[src/sv/fpba_pkg.sv]
`timescale 1ns / 1ps

package fpba_pkg;

	localparam int NUM_BLOCKS_DEF = 16;
	localparam int SIZE_BITS_DEF  = 16;

	localparam int IDX_W    = 4;
	localparam int SIZE_W   = 16;
	localparam int POLICY_W = 2;
	localparam int COUNT_W  = 5;
	localparam int CFG_IDX_W  = 4;
	localparam int CFG_DATA_W = 5;

	localparam int QUEUE_DEPTH = 2;

	localparam logic [POLICY_W-1:0] POL_FIRST = 2'd0;
	localparam logic [POLICY_W-1:0] POL_BEST  = 2'd1;
	localparam logic [POLICY_W-1:0] POL_WORST = 2'd2;

	localparam logic [CFG_IDX_W-1:0] REG_POLICY      = 4'd0;
	localparam logic [CFG_IDX_W-1:0] REG_BLOCK_COUNT = 4'd1;

	localparam logic MODE_LOAD    = 1'b0;
	localparam logic MODE_REQUEST = 1'b1;

	typedef struct packed {
		logic              mode;
		logic [IDX_W-1:0]  block_index;
		logic [SIZE_W-1:0] size;
	} fpba_cmd_t;

	typedef struct packed {
		logic             granted;
		logic [IDX_W-1:0] placed_block;
	} fpba_rsp_t;

	typedef struct packed {
		logic busy;
		logic finishing;
	} fpba_back_st_t;

endpackage

[src/sv/fpba_front.sv]
`timescale 1ns / 1ps

module fpba_front #(
	parameter int NUM_BLOCKS = fpba_pkg::NUM_BLOCKS_DEF
) (
	input  logic              cmd_valid,
	output logic              cmd_ready,
	input  fpba_pkg::fpba_cmd_t cmd,
	input  logic              q_full,
	output logic              q_push,
	output fpba_pkg::fpba_cmd_t q_word
);
	import fpba_pkg::*;

	logic in_range;
	logic keep;

	// loads past the table are dropped here, they never reach the back end
	assign in_range  = 32'(cmd.block_index) < 32'(NUM_BLOCKS);
	assign keep      = (cmd.mode == MODE_REQUEST) || in_range;
	assign cmd_ready = !q_full;
	assign q_push    = cmd_valid && !q_full && keep;
	assign q_word    = cmd;

endmodule

[src/sv/fpba_queue.sv]
`timescale 1ns / 1ps

module fpba_queue (
	input  logic                clk,
	input  logic                arst_n,
	input  logic                push,
	input  fpba_pkg::fpba_cmd_t push_word,
	output logic                full,
	output logic                head_valid,
	input  logic                pop,
	output fpba_pkg::fpba_cmd_t head_word
);
	import fpba_pkg::*;

	localparam int PW = (QUEUE_DEPTH > 1) ? $clog2(QUEUE_DEPTH) : 1;
	localparam int CW = $clog2(QUEUE_DEPTH + 1);

	fpba_cmd_t       ent_q [QUEUE_DEPTH];
	logic [PW-1:0]   wr_ptr_q;
	logic [PW-1:0]   rd_ptr_q;
	logic [CW-1:0]   cnt_q;
	logic            do_push;
	logic            do_pop;

	assign full       = cnt_q == CW'(QUEUE_DEPTH);
	assign head_valid = cnt_q != '0;
	assign head_word  = ent_q[rd_ptr_q];
	assign do_push    = push && !full;
	assign do_pop     = pop && head_valid;

	always_ff @(posedge clk) begin
		if (do_push) begin
			ent_q[wr_ptr_q] <= push_word;
		end
	end

	always_ff @(posedge clk or negedge arst_n) begin
		if (!arst_n) begin
			wr_ptr_q <= '0;
			rd_ptr_q <= '0;
			cnt_q    <= '0;
		end else begin
			if (do_push) begin
				wr_ptr_q <= (32'(wr_ptr_q) == QUEUE_DEPTH - 1) ? '0 : wr_ptr_q + 1'b1;
			end
			if (do_pop) begin
				rd_ptr_q <= (32'(rd_ptr_q) == QUEUE_DEPTH - 1) ? '0 : rd_ptr_q + 1'b1;
			end
			if (do_push && !do_pop) begin
				cnt_q <= cnt_q + 1'b1;
			end else if (do_pop && !do_push) begin
				cnt_q <= cnt_q - 1'b1;
			end
		end
	end

endmodule

[src/sv/fpba_back.sv]
`timescale 1ns / 1ps

module fpba_back #(
	parameter int NUM_BLOCKS = fpba_pkg::NUM_BLOCKS_DEF,
	parameter int SIZE_BITS  = fpba_pkg::SIZE_BITS_DEF
) (
	input  logic                          clk,
	input  logic                          arst_n,
	input  logic [fpba_pkg::POLICY_W-1:0] policy,
	input  logic [fpba_pkg::COUNT_W-1:0]  block_count,
	input  logic                          q_valid,
	input  fpba_pkg::fpba_cmd_t           q_word,
	output logic                          q_pop,
	output logic                          rsp_valid,
	input  logic                          rsp_ready,
	output fpba_pkg::fpba_rsp_t           rsp,
	output fpba_pkg::fpba_back_st_t       st
);
	import fpba_pkg::*;

	localparam int AW = (NUM_BLOCKS > 1) ? $clog2(NUM_BLOCKS) : 1;
	localparam int CW = $clog2(NUM_BLOCKS + 1);

	localparam logic [1:0] ST_IDLE   = 2'd0;
	localparam logic [1:0] ST_SCAN   = 2'd1;
	localparam logic [1:0] ST_FINISH = 2'd2;

	logic [SIZE_BITS-1:0] mem [NUM_BLOCKS];
	logic [SIZE_BITS-1:0] rdata_q;

	logic [1:0]           state_q;
	logic [CW-1:0]        iss_q;
	logic [CW-1:0]        cnt_q;
	logic                 rv_q;
	logic [AW-1:0]        ridx_q;
	logic [SIZE_BITS-1:0] req_q;
	logic                 found_q;
	logic [AW-1:0]        pick_q;
	logic [SIZE_BITS-1:0] best_q;
	logic                 rsp_valid_q;
	fpba_rsp_t            rsp_q;

	logic [31:0]          idx32;
	logic [31:0]          size32;
	logic [31:0]          cnt32;
	logic [31:0]          pick32;
	logic [AW-1:0]        load_addr;
	logic [SIZE_BITS-1:0] cmd_size;
	logic [CW-1:0]        cnt_sat;
	logic                 is_load;
	logic                 issuing;
	logic                 fits;
	logic                 take;
	logic                 slot_free;
	logic                 we;
	logic [AW-1:0]        waddr;
	logic [SIZE_BITS-1:0] wdata;

	assign idx32     = 32'(q_word.block_index);
	assign size32    = 32'(q_word.size);
	assign load_addr = idx32[AW-1:0];
	assign cmd_size  = size32[SIZE_BITS-1:0];
	assign cnt32     = (32'(block_count) > 32'(NUM_BLOCKS)) ? 32'(NUM_BLOCKS)
	                                                        : 32'(block_count);
	assign cnt_sat   = cnt32[CW-1:0];
	assign pick32    = 32'(pick_q);
	assign is_load   = q_word.mode == MODE_LOAD;

	assign q_pop     = q_valid && (state_q == ST_IDLE);
	assign issuing   = (state_q == ST_SCAN) && (iss_q < cnt_q);
	assign slot_free = !rsp_valid_q || rsp_ready;

	// first fit keeps the first hit; best and worst replace on a strict win
	assign fits = rdata_q >= req_q;
	always_comb begin
		take = 1'b0;
		if (rv_q && fits) begin
			if (!found_q) begin
				take = 1'b1;
			end else if (policy == POL_BEST) begin
				take = rdata_q < best_q;
			end else if (policy == POL_WORST) begin
				take = rdata_q > best_q;
			end
		end
	end

	always_comb begin
		we    = 1'b0;
		waddr = load_addr;
		wdata = cmd_size;
		if (q_pop && is_load) begin
			we = 1'b1;
		end else if ((state_q == ST_FINISH) && slot_free && found_q) begin
			we    = 1'b1;
			waddr = pick_q;
			wdata = best_q - req_q;
		end
	end

	always_ff @(posedge clk) begin
		if (we) begin
			mem[waddr] <= wdata;
		end
		rdata_q <= mem[iss_q[AW-1:0]];
	end

	always_ff @(posedge clk) begin
		if (q_pop && !is_load) begin
			req_q <= cmd_size;
			cnt_q <= cnt_sat;
		end
		if (issuing) begin
			ridx_q <= iss_q[AW-1:0];
		end
		if (take) begin
			pick_q <= ridx_q;
			best_q <= rdata_q;
		end
		if ((state_q == ST_FINISH) && slot_free) begin
			rsp_q.granted      <= found_q;
			rsp_q.placed_block <= found_q ? pick32[IDX_W-1:0] : '0;
		end
	end

	always_ff @(posedge clk or negedge arst_n) begin
		if (!arst_n) begin
			state_q     <= ST_IDLE;
			iss_q       <= '0;
			rv_q        <= 1'b0;
			found_q     <= 1'b0;
			rsp_valid_q <= 1'b0;
		end else begin
			if ((state_q == ST_FINISH) && slot_free) begin
				rsp_valid_q <= 1'b1;
			end else if (rsp_valid_q && rsp_ready) begin
				rsp_valid_q <= 1'b0;
			end
			case (state_q)
				ST_IDLE: begin
					if (q_pop && !is_load) begin
						iss_q   <= '0;
						rv_q    <= 1'b0;
						found_q <= 1'b0;
						state_q <= ST_SCAN;
					end
				end
				ST_SCAN: begin
					rv_q <= issuing;
					if (issuing) begin
						iss_q <= iss_q + 1'b1;
					end
					if (take) begin
						found_q <= 1'b1;
					end
					if (!issuing && !rv_q) begin
						state_q <= ST_FINISH;
					end
				end
				ST_FINISH: begin
					if (slot_free) begin
						state_q <= ST_IDLE;
					end
				end
				default: begin
					state_q <= ST_IDLE;
				end
			endcase
		end
	end

	assign rsp_valid    = rsp_valid_q;
	assign rsp          = rsp_q;
	assign st.busy      = state_q != ST_IDLE;
	assign st.finishing = state_q == ST_FINISH;

endmodule

[src/sv/fit_policy_block_allocator_top.sv]
`timescale 1ns / 1ps
// load word: popped from the queue into the table write, one load per cycle when idle
// request word: the scan reads the free-size table once per cycle over n entries,
//   n = min(block_count, NUM_BLOCKS); the finish step waits for a free response slot
// one request in flight at a time; the next is not popped until the finish step ends;
//   a 2-entry queue decouples command intake
// reset clears policy, block count, queue and sequencer; the table is not cleared
module fit_policy_block_allocator_top #(
	parameter int NUM_BLOCKS = fpba_pkg::NUM_BLOCKS_DEF,
	parameter int SIZE_BITS  = fpba_pkg::SIZE_BITS_DEF
) (
	input  logic                            clk,
	input  logic                            arst_n,
	input  logic                            cmd_valid,
	output logic                            cmd_ready,
	input  fpba_pkg::fpba_cmd_t             cmd,
	output logic                            rsp_valid,
	input  logic                            rsp_ready,
	output fpba_pkg::fpba_rsp_t             rsp,
	input  logic                            cfg_valid,
	output logic                            cfg_ready,
	input  logic [fpba_pkg::CFG_IDX_W-1:0]  cfg_index,
	input  logic [fpba_pkg::CFG_DATA_W-1:0] cfg_data
);
	import fpba_pkg::*;

	logic [POLICY_W-1:0] policy_q;
	logic [COUNT_W-1:0]  block_count_q;
	logic                q_full;
	logic                q_push;
	fpba_cmd_t           q_in;
	logic                q_valid;
	logic                q_pop;
	fpba_cmd_t           q_head;
	fpba_back_st_t       st;

	assign cfg_ready = 1'b1;

	always_ff @(posedge clk or negedge arst_n) begin
		if (!arst_n) begin
			policy_q      <= POL_FIRST;
			block_count_q <= '0;
		end else if (cfg_valid) begin
			case (cfg_index)
				REG_POLICY:      policy_q      <= cfg_data[POLICY_W-1:0];
				REG_BLOCK_COUNT: block_count_q <= cfg_data[COUNT_W-1:0];
				default: ;
			endcase
		end
	end

	fpba_front #(
		.NUM_BLOCKS(NUM_BLOCKS)
	) u_front (
		.cmd_valid(cmd_valid),
		.cmd_ready(cmd_ready),
		.cmd      (cmd),
		.q_full   (q_full),
		.q_push   (q_push),
		.q_word   (q_in)
	);

	fpba_queue u_queue (
		.clk       (clk),
		.arst_n    (arst_n),
		.push      (q_push),
		.push_word (q_in),
		.full      (q_full),
		.head_valid(q_valid),
		.pop       (q_pop),
		.head_word (q_head)
	);

	fpba_back #(
		.NUM_BLOCKS(NUM_BLOCKS),
		.SIZE_BITS (SIZE_BITS)
	) u_back (
		.clk        (clk),
		.arst_n     (arst_n),
		.policy     (policy_q),
		.block_count(block_count_q),
		.q_valid    (q_valid),
		.q_word     (q_head),
		.q_pop      (q_pop),
		.rsp_valid  (rsp_valid),
		.rsp_ready  (rsp_ready),
		.rsp        (rsp),
		.st         (st)
	);

`ifndef SYNTHESIS
	// a response word only appears out of the finish step of a request
	a_rsp_from_finish: assert property (@(posedge clk) disable iff (!arst_n)
		$rose(rsp_valid) |-> $past(st.finishing))
		else $error("response raised outside finish step");

	a_finish_is_busy: assert property (@(posedge clk) disable iff (!arst_n)
		st.finishing |-> st.busy && !q_pop)
		else $error("queue popped while finishing a request");

	a_reject_zero_index: assert property (@(posedge clk) disable iff (!arst_n)
		rsp_valid && !rsp.granted |-> rsp.placed_block == '0)
		else $error("rejected request carries a block index");
`endif

endmodule

[config.mk]
export PLATFORM = sky130hd
export DESIGN_NAME = fit_policy_block_allocator_top
export DESIGN_NICKNAME = d
export VERILOG_FILES = /design/src/sv/fpba_pkg.sv /design/src/sv/fpba_front.sv /design/src/sv/fpba_queue.sv /design/src/sv/fpba_back.sv /design/src/sv/fit_policy_block_allocator_top.sv
export SDC_FILE = /design/constraint.sdc
export NUM_CORES = 1
export LEC_CHECK = 0
export BUFFER_PORTS_ARGS = -buffer_cell sky130_fd_sc_hd__buf_2
export CAP_MARGIN = 20
export CORE_ASPECT_RATIO = 0.8
export CORE_MARGIN = 1.5
export CORE_UTILIZATION = 60
export DETAILED_ROUTE_END_ITERATION = 16
export PLACE_DENSITY = 0.82
export SYNTH_ARGS = -nofsm -noshare
export SYNTH_HDL_FRONTEND = slang
export SYNTH_SLANG_ARGS = --single-unit
[constraint.sdc]
create_clock -name clk -period 8.7 [get_ports clk]
set_clock_uncertainty 0.2 [all_clocks]
set_input_delay 1.74 -clock clk [delete_from_list [all_inputs] [get_ports clk]]
set_output_delay 1.74 -clock clk [all_outputs]
set_load 0.01 [all_outputs]
==> impl_results.md, run 1 <==
* Htree depth at 2
* Area share of the largest cell type after synthesis at 66.0%
* Syn Inst Count at around 870
* Iter 0 DRT Violations at slightly below 1,000
* Fin crit share at about 50%
* HPWL Detailed at between 20,000 and 25,000 um
* Diode count at 0
* Power per cell area at about 370 nW/um^2
* Most frequent cell after synthesis: edfxtp_1
* DR vias at about 8,300
* Critical Path RT at 8.64 ns
* Max FO, Critical Path at 16
* Sequential cell area fraction in the yosys report at a little under three quarters
* Ys Warns at 0
* Global placement routability congestion at slightly below 0.9
* Hold Path Class: reg2reg
* Post-route minimum period at between 4 and 5 ns
* Clock slew at reported path FFs at about 0.060 ns
* Post-route setup TNS at 0 ns
* Synth async-reset ratio at ~5.5%
* Insertion delay to the later sink of the worst-skew pair at approximately 0.53 ns
* Area contributors post-synth: edfxtp_1 66%, mux4_2 11%, ha_1 4.2%
* Vias in the first global route at between 8,000 and 9,000
* DP Worst Slack at around 3.7 ns
* Height of the die at between 100 and 150 um
* GR Util All Layers at a little over a quarter
* Switch Pwr at between 2 and 2.5 mW
* TritonCTS clock tree: done
* RSZ-0062 raised after global routing: false
* CTS resizes at 0
* Post-synthesis cell area at 15,800 um^2
* Max-cap violations at 0
* First-pass GRT wire length at just over 50,000 um
* Synth area leader: edfxtp_1
* Pleak at around 6.3 nW
* Layout Nets at about 1,000
* Vias per inst at between 6 and 7
* Clock power share at between 20% and 30%
* Total CTS buffers at 37
* Primary FF master, synth: edfxtp_1
* Largest net degree at the start of global routing at 70
* Min Hold Slack at 0.220 ns
* Ports at 43
* Post-CTS Hold Buffers at 0
* Area Growth Syn to Fin at 12.7%
* Buffers on Ports at 41
* GRT busiest layer: met2
* Sequential power share at a little over two fifths
* Final Hold Violating Endpoints at 0
* Endpoint arrival time on the critical path at between 4 and 5 ns
* Synth cell count leaders: 348 x edfxtp_1, 80 x mux4_2, 53 x ha_1
* FMAX at 232 MHz
* Final setup fails at 0
* Final wirelength at between 30,000 and 40,000 um
* GR Util met3 at around 5.3%
* Area of the core at approximately 26,000 um^2
* Seq cells post-synth at approximately 390
* Share of cells above drive strength 1 at 25.6%
* Setup Crit Path Kind: in2reg
* DR WL/cell at around 26 um
* Overflow after GRT at 0
* Worst vdd ir at 0.000269 V
* Setup Buffers After CTS at 0
* Initial Util at 61.8%
* CP startpoint kind: primary input
* Drt drc at 0
* Die area at 27,400 um^2
* Site Rows at 52
* Status: finished, final reports clean
* Die width at 185 um
* Slew of the pin with the lowest slew margin at ~1.1 ns
* Final Slew Violations at 0
* Internal Power at ~4.4 mW
* Worst rel slew slack at 29.9%
* Longest Clk Path Bufs at 3
* Syn Nets at 958
* Detailed Routing Iterations Pass 1 at 5
* Sw Share at between 30 and 40%
* Post-route ant nets at 0
* Final setup margin at 4.39 ns
* Met1 Resource Use GR at between 30 and 40%
* CP endpoint kind: flop
* CTS Sinks at just under 400
* Avg Inst Size Synth at approximately 18 um^2
* Met2 usage at a little over two fifths
* Initial antenna violation count at 1
* Post-synth EDFFs at ~350
* Yosys cell types at 57
* Combinational Power Share at roughly 34%
* Clock Root Buffer: clkbuf_16
## area by class of cell
class	instances	area, um^2
Clock inverter	15	186
Clock buffer	51	1020
Timing Repair Buffer	64	445
Sequential cell	385	11300
Inverter	42	158
Fill cell	1566	7790
Tap cell	351	439
Multi-Input combinational cell	411	4300
## registers in the layout, summed over array words and instances, names as in the netlist, 2 cells and up
| signal | flops |
|---|---|
| u_back.best_q | 16 |
| u_back.iss_q | 5 |
| policy_q | 2 |
| u_queue.cnt_q | 2 |
| u_back.mem | 256 |
| u_back.state_q | 2 |
| u_back.rdata_q | 16 |
| u_back.ridx_q | 4 |
| block_count_q | 5 |
| u_queue.ent_q | 42 |
| u_back.cnt_q | 5 |
| u_back.rsp | 5 |
| u_back.req_q | 16 |
| u_back.pick_q | 4 |
## critical path, stage by stage
cell      delay (ns)
buf_2           0.08
nand2b_1        0.19
and2_1          0.31
nand2_1         0.36
o21ai_0         0.51
nand2_1         0.27
nor2_2          0.79
## per-layer routing
layer	wire [um]	vias up
li1	-	3564
met1	13700	4270
met2	17200	376
met3	3210	54
met4	715	0
met5	0	-
## metrics by stage
stage	total power, mW	cells	util (%)	cell area (um^2)
finish	6.66	1319	69.6	17800
CTS	6.61	1311	69.1	17700
global placement	4.89	1245	64.4	16500
detailed placement	4.98	1245	64.4	16500
floorplan	4.21	869	-	15800
global route	6.94	1319	69.6	17800
## cell usage in the layout (no fill, tap or decap), drive strengths merged, types with 16 or more instances in the layout
cell type	synthesis	layout
dfrtp	21	21
nor2	47	47
mux2	23	23
dfxtp	16	16
buf	16	64
o21ai	20	20
edfxtp	348	348
ha	53	53
mux4	80	80
inv	42	45
a21oi	31	31
clkbuf	15	51
nand2	29	29
## path summary, 6_finish.rpt
path                                   start                to  slack (ns)  cells after the start
max reg2reg                u_back.state_q[0]  u_back.mem[8][9]        5.23                      6
max in group asynchronous             arst_n   u_back.iss_q[0]        6.94                      1
min                         u_back.ridx_q[1]  u_back.pick_q[1]        0.22                      0
max                                rsp_ready  u_back.mem[8][9]        4.39                      7
min in group asynchronous             arst_n  block_count_q[2]        0.98                      1
min reg2reg                 u_back.ridx_q[1]  u_back.pick_q[1]        0.22                      0
## cell families (layout without fill, tap and decap cells)
group | after synthesis | count (layout) | share of synthesized area, %
AO/OA/AOI/OAI | 91 | 91 | 3.76
XOR/XNOR | 18 | 18 | 0.995
adder cells (fa/ha/maj) | 54 | 54 | 4.31
buffers and inverters | 73 | 172 | 1.88
flip-flops | 385 | 385 | 71.3
multiplexers | 111 | 111 | 13.5
other | 1 | 1 | 0.0237
AND/OR/NAND/NOR | 136 | 136 | 4.19
## power by group through the flow
stage               Combinational (mW)  Sequential [mW]  Clock (mW)
floorplan                         1.49             2.72           0
CTS                               2.18             2.81        1.62
global placement                  2.06             2.83           0
finish                            2.27             2.78        1.60
global route                      2.44             2.81        1.69
detailed placement                2.14             2.85           0
(Power assumes the default switching activity.)
==> run 2: changes to the inputs <==
==> constraint.sdc (replaced) <==
create_clock -name clk -period 4.1 [get_ports clk]
set_clock_uncertainty 0.2 [all_clocks]
set_input_delay 0.82 -clock clk [delete_from_list [all_inputs] [get_ports clk]]
set_output_delay 0.82 -clock clk [all_outputs]
set_load 0.01 [all_outputs]
==> impl_results.md, run 2 (same netlist as run 1, synthesis figures left out) <==
* Fin cells at 1,339 (was 1,319)
* Max-cap violations at 0 (unchanged)
* CP endpoint kind: flop (unchanged)
* Pleak at 6.38 nW (was 6.27 nW)
* Worst vdd ir at 0.000674 V (was 0.000269 V)
* Global placement routability congestion at 0.863 (was 0.883)
* Share of cells above drive strength 1 at 27.4% (was 25.6%)
* Buffers on Ports at 41 (unchanged)
* Most frequent cells in the layout: 348 x edfxtp_1, 80 x mux4_2, 53 x ha_1, 42 x inv_1, 42 x buf_4 (was 348 x edfxtp_1, 80 x mux4_2, 53 x ha_1, 42 x inv_1, 41 x buf_2)
* Setup Crit Path Kind: reg2reg (was in2reg)
* Fin crit share at between 70% and 80%
* Height of the die at 148 um (unchanged)
* RSZ-0062 raised after global routing: false (unchanged)
* Top flop regs: u_back.mem (256), u_queue.ent_q (42) (unchanged)
* Fin util at 70.1% (was 69.6%)
* Vias in the first global route at 8,360 (was 8,467)
* Status: finished, final reports clean (unchanged)
* Layout Nets at 1,050 (was 1,030)
* GR Util met3 at 3.50% (was 5.26%)
* Power per cell area at 766 nW/um^2 (was 373 nW/um^2)
* Detailed Routing Iterations Pass 1 at 5 (unchanged)
* Initial Util at 61.8% (unchanged)
* Vias per inst at 6.14 (was 6.27)
* Clock slew at reported path FFs at 0.07 ns (was 0.06 ns)
* Longest Clk Path Bufs at 3 (unchanged)
* Final Slew Violations at 0 (unchanged)
* Area Growth Syn to Fin at 13.5% (was 12.7%)
* CP startpoint kind: flop (was primary input)
* Die area at 27,400 um^2 (unchanged)
* Clock Root Buffer: clkbuf_16 (unchanged)
* Overflow after GRT at 0 (unchanged)
* Post-route setup TNS at 0 ns (unchanged)
* Insertion delay to the later sink of the worst-skew pair at 0.52 ns (was 0.53 ns)
* Layout fillers at 1,604 (was 1,566)
* Total CTS buffers at 36 (was 37)
* Post-route ant nets at 0 (unchanged)
* Most flops, register: u_back.mem (unchanged)
* Worst rel slew slack at 30.4% (was 29.9%)
* First-pass GRT wire length at 50,000 um (was 51,500 um)
* Multi-input logic area at 4300 um^2 (unchanged)
* Met2 usage at 41.2% (was 43.3%)
* Critical Path RT at 4.09 ns (was 8.64 ns)
* Post-route minimum period at roughly 3.2 ns
* TritonCTS clock tree: done (unchanged)
* CTS resizes at 0 (unchanged)
* GR Util All Layers at 25.1% (was 26.4%)
* Max FO, Critical Path at 20 (was 16)
* DR WL/cell at 24.3 um (was 26.4 um)
* HPWL Detailed at 19,700 um (was 22,100 um)
* Ports at 43 (unchanged)
* Die width at 185 um (unchanged)
* Placed Cells incl. Taps at 1,273 (was 1,245)
* CTS Sinks at 385 (unchanged)
* Final Hold Violating Endpoints at 0 (unchanged)
* FMAX at between 300 and 400 MHz
* DR vias at 8,220 (was 8,264)
* Largest net degree at the start of global routing at 69 (was 70)
* Drt drc at 0 (unchanged)
* Setup Buffers After CTS at 0 (unchanged)
* Final setup fails at 0 (unchanged)
* Diode count at 0 (unchanged)
* Post-CTS Hold Buffers at 0 (unchanged)
* Site Rows at 52 (unchanged)
* Commonest non-fill, non-tap cell in the layout: edfxtp_1 (unchanged)
* Hold Path Class: in2async (was reg2reg)
* Iter 0 DRT Violations at 1,041 (was 969)
* Slew of the pin with the lowest slew margin at 1.04 ns (was 1.05 ns)
* Endpoint arrival time on the critical path at 3.19 ns (was 4.24 ns)
* Initial antenna violation count at 0 (was 1)
* Largest register FFs at 256 (unchanged)
* Htree depth at 2 (unchanged)
* Area of the core at 25,600 um^2 (unchanged)
* GRT busiest layer: met2 (unchanged)
* Final wirelength at 32,500 um (was 34,800 um)
* Flip-flop and latch area at 11,300 um^2 (unchanged)
* Min Hold Slack at 0.0596 ns (was 0.220 ns)
* Met1 Resource Use GR at 36.5% (was 37.3%)
-- run 2: cell types whose count changed in the layout (fill, tap and decap cells not counted) --
cell / before / now
clkinv_4: 0 / 1
inv_6: 3 / 2
o21ai_0: 9 / 10
clkinv_1: 2 / 3
bufinv_16: 4 / 3
buf_4: 19 / 42
clkbuf_8: 4 / 5
clkbuf_16: 37 / 39
clkbuf_1: 10 / 6
buf_12: 0 / 1
o21ai_1: 11 / 10
buf_16: 3 / 0
-- run 2: path summary, 6_finish.rpt --
path	to	slack [ns]	startpoint	cells past startpoint
setup / recovery	u_back.best_q[11]	0.90	u_back.rdata_q[15]	7
hold / removal	block_count_q[2]	0.06	arst_n	1
setup reg to reg	u_back.best_q[11]	0.90	u_back.rdata_q[15]	7
hold reg to reg	u_back.pick_q[0]	0.22	u_back.ridx_q[0]	0
max in group asynchronous	u_back.iss_q[0]	3.27	arst_n	1
min in group clk	u_back.pick_q[0]	0.22	u_back.ridx_q[0]	0
-- run 2: layout make-up --
cell class	instances	area share [%]
tap	351	2.44
sequential	385	62.9
inverter	42	0.877
clock buffer	50	5.94
clock inverter	15	0.891
multi-input combinational	411	23.9
timing repair buffer	85	3.09
-- run 2: worst max-delay path, cell delays in order, from the launching register on --
cell and delay (ns):
dfxtp_1 0.38, ha_1 0.36, nand4_1 0.27, nor4_1 0.69
a211oi_1 0.24, mux2i_1 0.20, a21oi_2 0.19, buf_4 0.33
-- run 2: layer usage --
metal | share of wire [%] | vias up
met2 | 49 | 323
met1 | 43 | 4244
li1 | - | 3613
met4 | 1.4 | 0
met5 | 0 | -
met3 | 6.5 | 40
-- run 2: power by group --
part / internal (mW) / leakage [nW] / switching (mW) / total, mW
logic: 1.90 / 2.22 / 2.58 / 4.48
clock network: 2.02 / 0.604 / 1.39 / 3.41
registers: 5.49 / 3.56 / 0.399 / 5.89
total: 9.41 / 6.38 / 4.37 / 13.8
-- run 2: per-stage QoR --
step	setup slack (ns)	instance area [um^2]	power (mW)
after floorplan	0.819	15800	8.93
after global placement	0.853	16700	10.2
after detailed placement	0.730	16700	10.3
after CTS	0.967	18000	13.8
after global routing	0.740	18000	14.4
final	0.899	18000	13.8
